--- src/hw/rtl/hdlc_pkg.sv ---
`timescale 1ns / 1ps
// ----------------------------------------------------------------------------
// hdlc_pkg
// Shared types and constants for the NRZI decode / destuff deframer.
// ----------------------------------------------------------------------------
package hdlc_pkg;

  localparam int unsigned QueueDepthDefault = 2;
  localparam logic [2:0]  OnesLimit         = 3'd5;
  localparam logic [3:0]  GoodSlot          = 4'd2;
  localparam logic [3:0]  SlotReset         = 4'd8;

  typedef enum logic [1:0] {
    ST_GOOD       = 2'd0,
    ST_MISALIGNED = 2'd1,
    ST_ABORT      = 2'd2,
    ST_NO_FLAG    = 2'd3
  } frame_status_e;

  typedef enum logic {
    REG_SKIP_FIRST = 1'b0,
    REG_UNUSED     = 1'b1
  } reg_index_e;

  typedef struct packed {
    logic [7:0] rx_byte;
    logic       first_byte;
    logic       last_byte;
  } rx_item_t;

  typedef struct packed {
    logic [7:0]    data_byte;
    logic          is_status;
    frame_status_e status;
    logic          last_result;
  } rx_result_t;

  // Work for the back end produced by one input transaction.
  typedef struct packed {
    logic          has_data;
    logic [7:0]    data;
    logic          has_status;
    frame_status_e status;
  } hdlc_entry_t;

endpackage

--- src/hw/rtl/hdlc_fe.sv ---
`timescale 1ns / 1ps
// ----------------------------------------------------------------------------
// hdlc_fe
// Front end: NRZI decode, flag/abort detection and zero destuffing of one line
// byte per cycle when accepted; emits one queue entry per transaction with results.
// ----------------------------------------------------------------------------
module hdlc_fe (
  input  logic                 clk_i,
  input  logic                 rst_ni,
  input  logic                 skip_first_i,
  input  logic                 accept_i,
  input  hdlc_pkg::rx_item_t   item_i,
  output logic                 push_o,
  output hdlc_pkg::hdlc_entry_t entry_o
);
  import hdlc_pkg::*;

  typedef struct packed {
    logic       prev;
    logic [1:0] look;
    logic [1:0] fill;
    logic [2:0] ones;
    logic       drop;
    logic [7:0] pack;
    logic [3:0] slot;
    logic       skipping;
    logic       done;
  } fe_state_t;

  fe_state_t   state_q, state_d;
  hdlc_entry_t entry;

  localparam fe_state_t StateReset = '{
    prev: 1'b0, look: 2'b00, fill: 2'd0, ones: 3'd0, drop: 1'b0,
    pack: 8'h00, slot: SlotReset, skipping: 1'b1, done: 1'b0
  };

  always_comb begin
    fe_state_t  s;
    logic       line;
    logic       d;
    logic       cur;
    logic       bitv;
    logic       put;
    logic [2:0] pos;
    s     = state_q;
    entry = '{has_data: 1'b0, data: 8'h00, has_status: 1'b0, status: ST_GOOD};
    line  = 1'b0;
    d     = 1'b0;
    cur   = 1'b0;
    bitv  = 1'b0;
    put   = 1'b0;
    pos   = 3'd0;
    if (item_i.first_byte) begin
      s          = StateReset;
      s.skipping = skip_first_i;
    end
    if (!s.done) begin
      if (s.skipping) begin
        s.prev     = item_i.rx_byte[0];
        s.skipping = 1'b0;
      end else begin
        for (int i = 7; i >= 0; i--) begin
          if (!s.done) begin
            line   = item_i.rx_byte[i];
            d      = (line == s.prev);
            s.prev = line;
            put    = 1'b0;
            if (s.fill < 2'd2) begin
              s.look = {s.look[0], d};
              s.fill = s.fill + 2'd1;
            end else begin
              cur    = s.look[1];
              s.look = {s.look[0], d};
              if (s.drop) begin
                s.drop = 1'b0;
              end else begin
                put  = 1'b1;
                bitv = cur;
                if (!cur) begin
                  s.ones = 3'd0;
                end else begin
                  s.ones = s.ones + 3'd1;
                end
              end
            end
            if (put) begin
              pos         = 3'(s.slot - 4'd1);
              s.pack[pos] = bitv;
              s.slot      = s.slot - 4'd1;
              if (s.slot == 4'd0) begin
                entry.has_data = 1'b1;
                for (int k = 0; k < 8; k++) begin
                  entry.data[k] = s.pack[7-k];
                end
                s.pack = 8'h00;
                s.slot = SlotReset;
              end
              if (bitv && s.ones == OnesLimit) begin
                if (s.look[1]) begin
                  entry.has_status = 1'b1;
                  if (s.look[0]) begin
                    entry.status = ST_ABORT;
                  end else if (s.slot == GoodSlot) begin
                    entry.status = ST_GOOD;
                  end else begin
                    entry.status = ST_MISALIGNED;
                  end
                  s.done = 1'b1;
                end else begin
                  s.ones = 3'd0;
                  s.drop = 1'b1;
                end
              end
            end
          end
        end
      end
      if (item_i.last_byte && !s.done) begin
        s.done           = 1'b1;
        entry.has_status = 1'b1;
        entry.status     = ST_NO_FLAG;
      end
    end
    state_d = s;
  end

  always_ff @(posedge clk_i or negedge rst_ni) begin
    if (!rst_ni) begin
      state_q <= StateReset;
    end else if (accept_i) begin
      state_q <= state_d;
    end
  end

  assign push_o  = accept_i && (entry.has_data || entry.has_status);
  assign entry_o = entry;

endmodule

--- src/hw/rtl/hdlc_q.sv ---
`timescale 1ns / 1ps
// ----------------------------------------------------------------------------
// hdlc_q
// Small FIFO of front-end entries decoupling front and back ends.
// ----------------------------------------------------------------------------
module hdlc_q #(
  parameter int unsigned Depth = hdlc_pkg::QueueDepthDefault
) (
  input  logic                  clk_i,
  input  logic                  rst_ni,
  input  logic                  push_i,
  input  hdlc_pkg::hdlc_entry_t entry_i,
  input  logic                  pop_i,
  output logic                  full_o,
  output logic                  valid_o,
  output hdlc_pkg::hdlc_entry_t head_o
);
  import hdlc_pkg::*;

  localparam int unsigned PtrW = (Depth > 1) ? $clog2(Depth) : 1;
  localparam int unsigned CntW = $clog2(Depth + 1);
  localparam logic [PtrW-1:0] LastPtr = PtrW'(Depth - 1);

  hdlc_entry_t         mem_q [Depth];
  logic [PtrW-1:0]     wptr_q, wptr_d, rptr_q, rptr_d;
  logic [CntW-1:0]     cnt_q, cnt_d;

  always_comb begin
    wptr_d = wptr_q;
    rptr_d = rptr_q;
    cnt_d  = cnt_q;
    if (push_i) begin
      wptr_d = (wptr_q == LastPtr) ? '0 : wptr_q + 1'b1;
    end
    if (pop_i) begin
      rptr_d = (rptr_q == LastPtr) ? '0 : rptr_q + 1'b1;
    end
    if (push_i && !pop_i) begin
      cnt_d = cnt_q + 1'b1;
    end else if (!push_i && pop_i) begin
      cnt_d = cnt_q - 1'b1;
    end
  end

  always_ff @(posedge clk_i or negedge rst_ni) begin
    if (!rst_ni) begin
      wptr_q <= '0;
      rptr_q <= '0;
      cnt_q  <= '0;
    end else begin
      wptr_q <= wptr_d;
      rptr_q <= rptr_d;
      cnt_q  <= cnt_d;
    end
  end

  always_ff @(posedge clk_i) begin
    if (push_i) begin
      mem_q[wptr_q] <= entry_i;
    end
  end

  assign full_o  = (cnt_q == CntW'(Depth));
  assign valid_o = (cnt_q != '0);
  assign head_o  = mem_q[rptr_q];

endmodule

--- src/hw/rtl/hdlc_be.sv ---
`timescale 1ns / 1ps
// ----------------------------------------------------------------------------
// hdlc_be
// Back end: expands each entry into its data and status results and holds
// them in the output register.
// ----------------------------------------------------------------------------
module hdlc_be (
  input  logic                  clk_i,
  input  logic                  rst_ni,
  input  logic                  head_valid_i,
  input  hdlc_pkg::hdlc_entry_t head_i,
  output logic                  pop_o,
  output logic                  out_valid_o,
  input  logic                  out_stall_i,
  output hdlc_pkg::rx_result_t  out_data_o
);
  import hdlc_pkg::*;

  logic       out_valid_q, out_valid_d;
  rx_result_t out_q, out_d;
  logic       data_sent_q, data_sent_d;
  logic       load;

  assign load = head_valid_i && (!out_valid_q || !out_stall_i);

  always_comb begin
    out_d       = out_q;
    data_sent_d = data_sent_q;
    pop_o       = 1'b0;
    out_valid_d = out_valid_q && out_stall_i;
    if (load) begin
      out_valid_d = 1'b1;
      if (head_i.has_data && !data_sent_q) begin
        out_d = '{data_byte: head_i.data, is_status: 1'b0, status: ST_GOOD,
                  last_result: 1'b0};
        if (head_i.has_status) begin
          data_sent_d = 1'b1;
        end else begin
          pop_o = 1'b1;
        end
      end else begin
        out_d = '{data_byte: 8'h00, is_status: 1'b1, status: head_i.status,
                  last_result: 1'b1};
        data_sent_d = 1'b0;
        pop_o       = 1'b1;
      end
    end
  end

  always_ff @(posedge clk_i or negedge rst_ni) begin
    if (!rst_ni) begin
      out_valid_q <= 1'b0;
      data_sent_q <= 1'b0;
    end else begin
      out_valid_q <= out_valid_d;
      data_sent_q <= data_sent_d;
    end
  end

  always_ff @(posedge clk_i) begin
    out_q <= out_d;
  end

  assign out_valid_o = out_valid_q;
  assign out_data_o  = out_q;

endmodule

--- src/hw/rtl/hdlc_nrzi_destuff_deframer.sv ---
`timescale 1ns / 1ps
// ----------------------------------------------------------------------------
// hdlc_nrzi_destuff_deframer
// HDLC receive deframer: NRZI decode, zero destuffing, byte packing and
// end-of-frame status, with an APB register for opening-flag skipping.
// An accepted transaction's entry is written to the entry queue, then loaded
// into the output register. Throughput: one line byte per cycle while the queue
// is not full; a byte yielding a data byte and a status gives the data result,
// then the status result; the queue absorbs this and the input stalls when full.
// Reset: all frame state cleared, skip_first_byte = 1, output empty.
// ----------------------------------------------------------------------------
module hdlc_nrzi_destuff_deframer #(
  parameter int unsigned QueueDepth = hdlc_pkg::QueueDepthDefault
) (
  input  logic                 clk_i,
  input  logic                 rst_ni,
  input  logic                 in_valid_i,
  output logic                 in_stall_o,
  input  hdlc_pkg::rx_item_t   in_data_i,
  output logic                 out_valid_o,
  input  logic                 out_stall_i,
  output hdlc_pkg::rx_result_t out_data_o,
  input  logic                 psel,
  input  logic                 penable,
  input  logic                 pwrite,
  input  logic [2:0]           paddr,
  input  logic [31:0]          pwdata,
  output logic [31:0]          prdata,
  output logic                 pready
);
  import hdlc_pkg::*;

  logic        skip_first_q;
  logic        cfg_wr;
  reg_index_e  reg_idx;
  logic        accept;
  logic        push, pop, full, head_valid;
  hdlc_entry_t entry, head;

  assign pready  = 1'b1;
  assign reg_idx = reg_index_e'(paddr[2]);
  assign cfg_wr  = psel && penable && pwrite && pready;

  always_ff @(posedge clk_i or negedge rst_ni) begin
    if (!rst_ni) begin
      skip_first_q <= 1'b1;
    end else if (cfg_wr && reg_idx == REG_SKIP_FIRST) begin
      skip_first_q <= pwdata[0];
    end
  end

  always_comb begin
    unique case (reg_idx)
      REG_SKIP_FIRST: prdata = {31'd0, skip_first_q};
      default:        prdata = 32'd0;
    endcase
  end

  assign in_stall_o = full;
  assign accept     = in_valid_i && !full;

  hdlc_fe u_fe (
    .clk_i        (clk_i),
    .rst_ni       (rst_ni),
    .skip_first_i (skip_first_q),
    .accept_i     (accept),
    .item_i       (in_data_i),
    .push_o       (push),
    .entry_o      (entry)
  );

  hdlc_q #(
    .Depth (QueueDepth)
  ) u_q (
    .clk_i   (clk_i),
    .rst_ni  (rst_ni),
    .push_i  (push),
    .entry_i (entry),
    .pop_i   (pop),
    .full_o  (full),
    .valid_o (head_valid),
    .head_o  (head)
  );

  hdlc_be u_be (
    .clk_i        (clk_i),
    .rst_ni       (rst_ni),
    .head_valid_i (head_valid),
    .head_i       (head),
    .pop_o        (pop),
    .out_valid_o  (out_valid_o),
    .out_stall_i  (out_stall_i),
    .out_data_o   (out_data_o)
  );

endmodule

--- config.mk ---
export PLATFORM = sky130hd
export DESIGN_NAME = hdlc_nrzi_destuff_deframer
export DESIGN_NICKNAME = d
export VERILOG_FILES = /design/src/hw/rtl/hdlc_pkg.sv /design/src/hw/rtl/hdlc_fe.sv /design/src/hw/rtl/hdlc_q.sv /design/src/hw/rtl/hdlc_be.sv /design/src/hw/rtl/hdlc_nrzi_destuff_deframer.sv
export SDC_FILE = /design/constraint.sdc
export NUM_CORES = 1
export LEC_CHECK = 0
export BUFFER_PORTS_ARGS = -buffer_cell sky130_fd_sc_hd__buf_2
export CAP_MARGIN = 25
export CORE_UTILIZATION = 40
export DETAILED_ROUTE_END_ITERATION = 8
export PLACE_DENSITY = 0.67
export RECOVER_POWER = 100
export REMOVE_ABC_BUFFERS = 1
export SYNTH_ARGS = -nofsm -noshare
export SYNTH_HDL_FRONTEND = slang
export SYNTH_HIERARCHICAL = 1
export SYNTH_SLANG_ARGS = --single-unit
--- constraint.sdc ---
create_clock -name clk_i -period 25.8 [get_ports clk_i]
set_clock_uncertainty 0.1 [all_clocks]
set_input_delay 5.16 -clock clk_i [delete_from_list [all_inputs] [get_ports clk_i]]
set_output_delay 5.16 -clock clk_i [all_outputs]
set_load 0.01 [all_outputs]
# ---- Yosys cells after proc, flatten, opt, wreduce, memory -nomap -nowiden
# Memory sizes are Yosys's and may differ from the RTL's.
# Index checks and enable logic that the tools add are counted.
dict set report totals {
  register_bits 42
  mem_bits_rw 24
  output_inout_bits 47
  memories 1
}
dict set report op_classes {
  n_addsub 28
  order_cmp 24
  eq_ne 26
  n_mux 402
  bitwise 1
  n_reduce_logical 47
}
# memory depth word_bits read_ports rd_ports_with_merged_regs write_ports line
set mem_list {}
lappend mem_list {u_q.mem_q 2 12 1 0 1 hdlc_q.sv:24} ;# hdlc_entry_t mem_q [Depth];
# operator n
set op_table {}
lappend op_table {{two-way mux 12 bit} 62}
lappend op_table {{two-way mux 21 bit} 21}
lappend op_table {{two-way mux 4 bit} 48}
lappend op_table {{two-way mux 1 bit} 162}
lappend op_table {{two-way mux 16 bit} 8}
lappend op_table {{two-way mux 3 bit} 33}
lappend op_table {{two-way mux 2 bit} 41}
lappend op_table {{two-way mux 9 bit} 8}
lappend op_table {{bitwise mux 8 bit} 8}
lappend op_table {{two-way mux 23 bit} 2}
lappend op_table {{== test 4 x 2 -> 1 bit, second input constant} 8}
lappend op_table {{logical NOT 4 bit} 8}
lappend op_table {{< comparator 3 x 4 -> 1 bit, second input constant} 8}
lappend op_table {{subtractor 4 x 1 -> 4 bit, second input constant} 8}
lappend op_table {{logical AND 1 bit} 27}
lappend op_table {{adder 3 x 1 -> 3 bit, second input constant} 8}
lappend op_table {{demux 1 bit (select 3 bit)} 8}
lappend op_table {{== test 3 bit, second input constant} 8}
lappend op_table {{greater-or-equal comparator 3 x 1 -> 1 bit, second input constant} 8}
lappend op_table {{two-way mux 20 bit} 1}
lappend op_table {{adder 2 x 1 -> 2 bit, second input constant} 9}
lappend op_table {{< comparator 2 bit, second input constant} 8}
lappend op_table {{== test 1 bit} 8}
lappend op_table {{logical NOT 1 bit} 7}
lappend op_table {{8 further kinds} 11}

# ---- Longest topological paths before layout
dict set report depth {
  word_depth 131
  depth_mapped 58
  ltp_nobuf 56
}

# ---- Cells and area by module
# Netlist, hierarchy kept.
# mod instances cells_per_inst area_per_inst_um2
set by_module_without_submodules {}
lappend by_module_without_submodules {hdlc_fe 1 1146 7805.0}
lappend by_module_without_submodules {hdlc_q 1 53 1089.8}
lappend by_module_without_submodules {hdlc_be 1 32 514.2}
lappend by_module_without_submodules {hdlc_nrzi_destuff_deframer 1 39 309.0}

# ---- Least setup slack after synthesis
# No wires, ideal clock.
dict set report synth_timing {
  path_kind {in2reg}
  start {input in_data_i[1] in the netlist's numbering}
  end {memory u_q/mem_q[0][0] in the netlist's numbering (enable)}
  arrival_ps 17449
  t_required_ps 25318
  slack_ps 7869
  path_stages 51
  path_cell_list {buf_4 -> buf_2 -> buf_1 -> buf_1 -> nor2b_1 -> ha_1 -> nor4b_1 -> nand3_1 -> nor3b_1 -> ha_1 -> a211oi_1 -> a31oi_1 -> a2111oi_4 -> nor3_1 -> or2_1 -> clkbuf_1 -> inv_2 -> ha_1 -> [15 not listed] -> nand2_1 -> nor3_1 -> o31ai_1 -> inv_1 -> ha_1 -> inv_1 -> xnor2_1 -> xnor2_1 -> nand2_1 -> a21oi_1 -> nor3_1 -> a21oi_1 -> ha_1 -> xor3_1 -> nand2_1 -> a211oi_4 -> o311a_1 -> nor2b_1}
}
dict set report synth_via {
  elab_chain_cells 119
  word_cells_on_any_way 401
}
# item line
set synth_rtl {}
lappend synth_rtl {{start: declaration} hdlc_nrzi_destuff_deframer.sv:19} ;# input hdlc_pkg::rx_item_t in_data_i,
lappend synth_rtl {{two-way mux 23 bit *} hdlc_fe.sv:54} ;# if (item_i.first_byte) begin
lappend synth_rtl {{adder 3 x 1 -> 3 bit} hdlc_fe.sv:83} ;# s.ones = s.ones + 3'd1;
lappend synth_rtl {{two-way mux 3 bit} hdlc_fe.sv:80} ;# if (!cur) begin
lappend synth_rtl {{two-way mux 3 bit} hdlc_fe.sv:75} ;# if (s.drop) begin
lappend synth_rtl {{two-way mux 4 bit} hdlc_fe.sv:69} ;# if (s.fill < 2'd2) begin
lappend synth_rtl {{two-way mux 4 bit} hdlc_fe.sv:59} ;# if (s.skipping) begin
lappend synth_rtl {{two-way mux 4 bit} hdlc_fe.sv:58} ;# if (!s.done) begin
lappend synth_rtl {{== test 3 bit} hdlc_fe.sv:99} ;# if (bitv && s.ones == OnesLimit) begin
lappend synth_rtl {{[104 not listed]} n/a}
lappend synth_rtl {{logical AND 1 bit} hdlc_fe.sv:119} ;# if (item_i.last_byte && !s.done) begin
lappend synth_rtl {{two-way mux 3 bit} hdlc_fe.sv:119}
lappend synth_rtl {{two-way mux 12 bit *} hdlc_fe.sv:58}
lappend synth_rtl {{logical OR 1 bit *} hdlc_fe.sv:136} ;# assign push_o = accept_i && (entry.has_data || entry.has_status);
lappend synth_rtl {{logical AND 1 bit *} hdlc_fe.sv:136}
lappend synth_rtl {{net push} hdlc_nrzi_destuff_deframer.sv:37} ;# logic push, pop, full, head_valid;
lappend synth_rtl {{two-way mux 1 bit *} hdlc_q.sv:58} ;# if (push_i) begin
lappend synth_rtl {{two-way mux 1 bit (implied by the code) *} hdlc_q.sv:59} ;# mem_q[wptr_q] <= entry_i;
lappend synth_rtl {{end: declaration} hdlc_q.sv:24}
# The timed path passes the listed nets; every way through them passes the cells marked *. The select of a mux whose other input is x is not followed.

# ---- Final worst setup path
dict set report layout_timing {
  start {input in_data_i[1] in the netlist's numbering}
  end {memory u_q/mem_q[0][3] in the netlist's numbering (enable)}
}
# Same word-level chain as after synthesis.

==> results.md <==
* Status: finished with violations
* Failing checks: max-capacitance violations, max-slew violations
* Tmin final at 22.48 ns
* Critical path arrival at roughly 22 ns
* DR WL/cell at approximately 19 um
* Antenna fix cells at 0
* Final Max Slew Viols at 85
* Crit path max fanout at 39
* Via density per instance at between 6 and 7
* Seq/Total Area, Yosys at between 10% and 20%
* Worst hold path class: register to register
* Final nets at between 1000 and 1500
* Synthesized area per cell at around 7.7 um2
* Hold Buf Count CTS at 0
* Placed cell area at 10000 um2
* Routed vias at approximately 10000
* Critical Path Start Type: input pin
* Clock Tree Buf Depth at 2
* Reg-to-reg setup timing slack at between 8 and 9 ns
* Crit path max-delay family: XOR/XNOR gates
* #FFs+latches synth at 65
* Clk sink count at 65
* Final setup vio count at 0
* Core box area at 23700 um2
* Drt first pass iters at 5
* Initial antenna violation count at 0
* CTS buffer count at 9
* Total gr overflow at 0
* Worst setup EP type: register
* Fmax at between 40 and 50 MHz
* RSZ-0062 raised after global routing: false
* Area growth from synthesis to layout at 6.04%
* Post-DP HPWL at 23.7 mm
* Worst skew pair latency at 0.33 ns
* Slew @ Worst Pin at slightly below 2 ns
* GPL Wtd Cong at approximately 0.95
* PortBufs at 33
* Starting Density at between 40% and 50%
* Slowest CP cell: clkbuf_1
* Final TNS setup at 0 ns
* Synth Warn # at 6
* Unique masters post-synth at roughly 110
* Root buffer cell: clkbuf_16
* First-pass GRT wire length at approximately 48 mm
* Initial drt markers at ~1400
* Most common cell after layout, fill and taps aside: nand2_1
* Gr usage total at about 24%
* Clock slew at reported path FFs at 0.05 ns
* Layout cells sized above 1 at around a tenth
* Max-slew headroom at -29.5%
* Worst Setup EP: u_q/mem_q[0][3]
* Stages on worst setup path at 55
* EDFF count, synth at 35
* Pin count of the biggest net entering global routing at 40
* # rows at 56
* CTS tree: done
* CP max stage delay at between 1 and 1.5 ns
* Die area at around 25000 um2
* Vias in the first global route at roughly 8900
* Crit path buffers/inverters at 9
* R2R cell count at 53
* Async set-reset flop share out of synthesis at 46.2%
* Final ANT Viol Nets at 0
* Post-cts gate resize count at 0
* Reg2reg end: u_q/mem_q[0][3]
* Most used flip-flop cell after synthesis: edfxtp_1
* Die height at ~160 um
* Final Hold Vio Count at 0
* Final WL at slightly above 30 mm
* Design area at approximately 10000 um2
* Most frequent CP cell: ha_1
* Postcts setup bufs at 0
* Most frequent cells in the layout: 132 x nand2_1, 91 x nor2_1, 83 x o21ai_0
* Final worst path period share at between 80% and 90%
* Critical path required time at 25.66 ns
* Netlist Area Pre-Place at a little under 10000 um2
* Die Width at between 150 and 200 um
* Gate Count Post-Synth at about 1300
* Ports at a little under 100
* Max_cap viols at 3
* CP startpoint: in_data_i[1]
* Fill count at roughly 2500
* Reg2reg start: u_fe/state_q[2]
* H-tree levels at 3
* Post-route DRC violation count at 0
* WS Path Type: input pin to register
area by class of cell:
class / instances / area [um2] / share of cell area, %
Multi-Input combinational cell: 1105 / 7350 / 71.4
Sequential cell: 65 / 1810 / 17.5
Tap cell: 319 / 399 / 3.87
Timing Repair Buffer: 52 / 278 / 2.70
Clock buffer: 10 / 229 / 2.22
Inverter: 39 / 146 / 1.42
Clock inverter: 6 / 92.6 / 0.898
how the worst min path moves through the flow:
stage	from	endpoint	slack, ns	cells after the start
2_1_floorplan	u_fe/state_q[22]	u_fe/state_q[22]	0.34	2
3_3_place_gp	u_fe/state_q[22]	u_fe/state_q[22]	0.36	2
3_5_place_dp	u_fe/state_q[22]	u_fe/state_q[22]	0.36	2
4_1_cts	u_fe/state_q[22]	u_fe/state_q[22]	0.37	2
5_1_grt	u_q/cnt_q[1]	u_q/cnt_q[1]	0.41	1
6_report	u_fe/state_q[22]	u_fe/state_q[22]	0.37	2
kinds of logic after synthesis:
family | after synthesis | synth area share [%]
AOI/OAI and AO/OA | 416 | 30.0
buffers and inverters | 130 | 6.89
xor gates and xnor gates | 57 | 6.17
adders and majority gates | 34 | 4.38
muxes | 58 | 6.80
other | 2 | 0.0773
and+or+nand+nor | 508 | 27.1
DFF | 65 | 18.6
worst reg2reg max path, delay by kind of cell (launching register included):
family	cells	cell delay, ns
flops	1	0.64
compound gates	11	3.64
xor+xnor	12	4.91
simple gates	15	3.93
fa+ha+maj	8	2.01
buf+inv	7	1.21
routing by layer:
layer / track usage [%] / vias to the layer above / routed length [um]
li1: - / 4773 / -
met1: 34.2 / 4854 / 13600
met2: 39.1 / 476 / 14000
met3: 2.41 / 56 / 2250
met4: 8.00 / 0 / 856
met5: 0 / - / 0
cell usage after synthesis, types with 7 or more instances:
library cell    n  share of area (%)
a32oi_1         7               0.63
a31oi_1        19                1.2
nor4_1         16                1.0
and3_1         14               0.90
o21ai_0        81                4.2
xnor2_1        27                2.4
and2_1         28                1.8
a21o_1         16                1.2
nand3_1        50                2.6
inv_1          34                1.3
clkbuf_1       35                1.4
mux2i_1        33                3.4
nor2b_1        16                1.0
mux2_4         10                1.5
nand3b_1        8               0.62
mux2_2         13                1.5
ha_1           34                4.4
o211ai_1       30                2.3
nor2_1         91                3.5
a211oi_1       18                1.4
buf_4          35                2.7
or2_2           7               0.45
o31ai_1        18                1.4
or3_1          15               0.97
o21a_1         11               0.85
nand2_1       132                5.1
a22oi_1        10               0.77
nand2b_1       19                1.2
nor3_1         59                3.0
buf_2          10               0.52
o41ai_1         7               0.63
or4_1           8               0.62
xor2_1         21                1.9
o21ai_1         8               0.41
nand4_1         8               0.52
a31o_2          9               0.81
dfrtp_1        27                7.0
o22ai_1         8               0.52
edfxtp_1       35                 11
a21oi_1        76                3.9
a22o_1          8               0.72
stage by stage:
step                instances  worst slack (ns)  hold slack [ns]  utilization (%)
floorplan                1209              7.72            0.342                -
global placement         1577              4.03            0.362             42.2
detailed placement       1579              4.33            0.362             42.3
CTS                      1595              4.59            0.374             43.6
global route             1596              1.78            0.413             43.5
finish                   1596              3.32            0.373             43.5
registers in the layout (all words and copies together) (netlist names):
name and cells:
u_be/out_data_o 11, u_be/data_sent_q 1, u_q/wptr_q 1, u_be/out_valid_o 1, skip_first_q 1, u_q/mem_q 24
u_q/cnt_q 2, u_fe/state_q 23, u_q/rptr_q 1
Power is left out: the tool's default activity adds up to more than one toggle a clock period on the data nets, which glitch-free logic cannot reach.
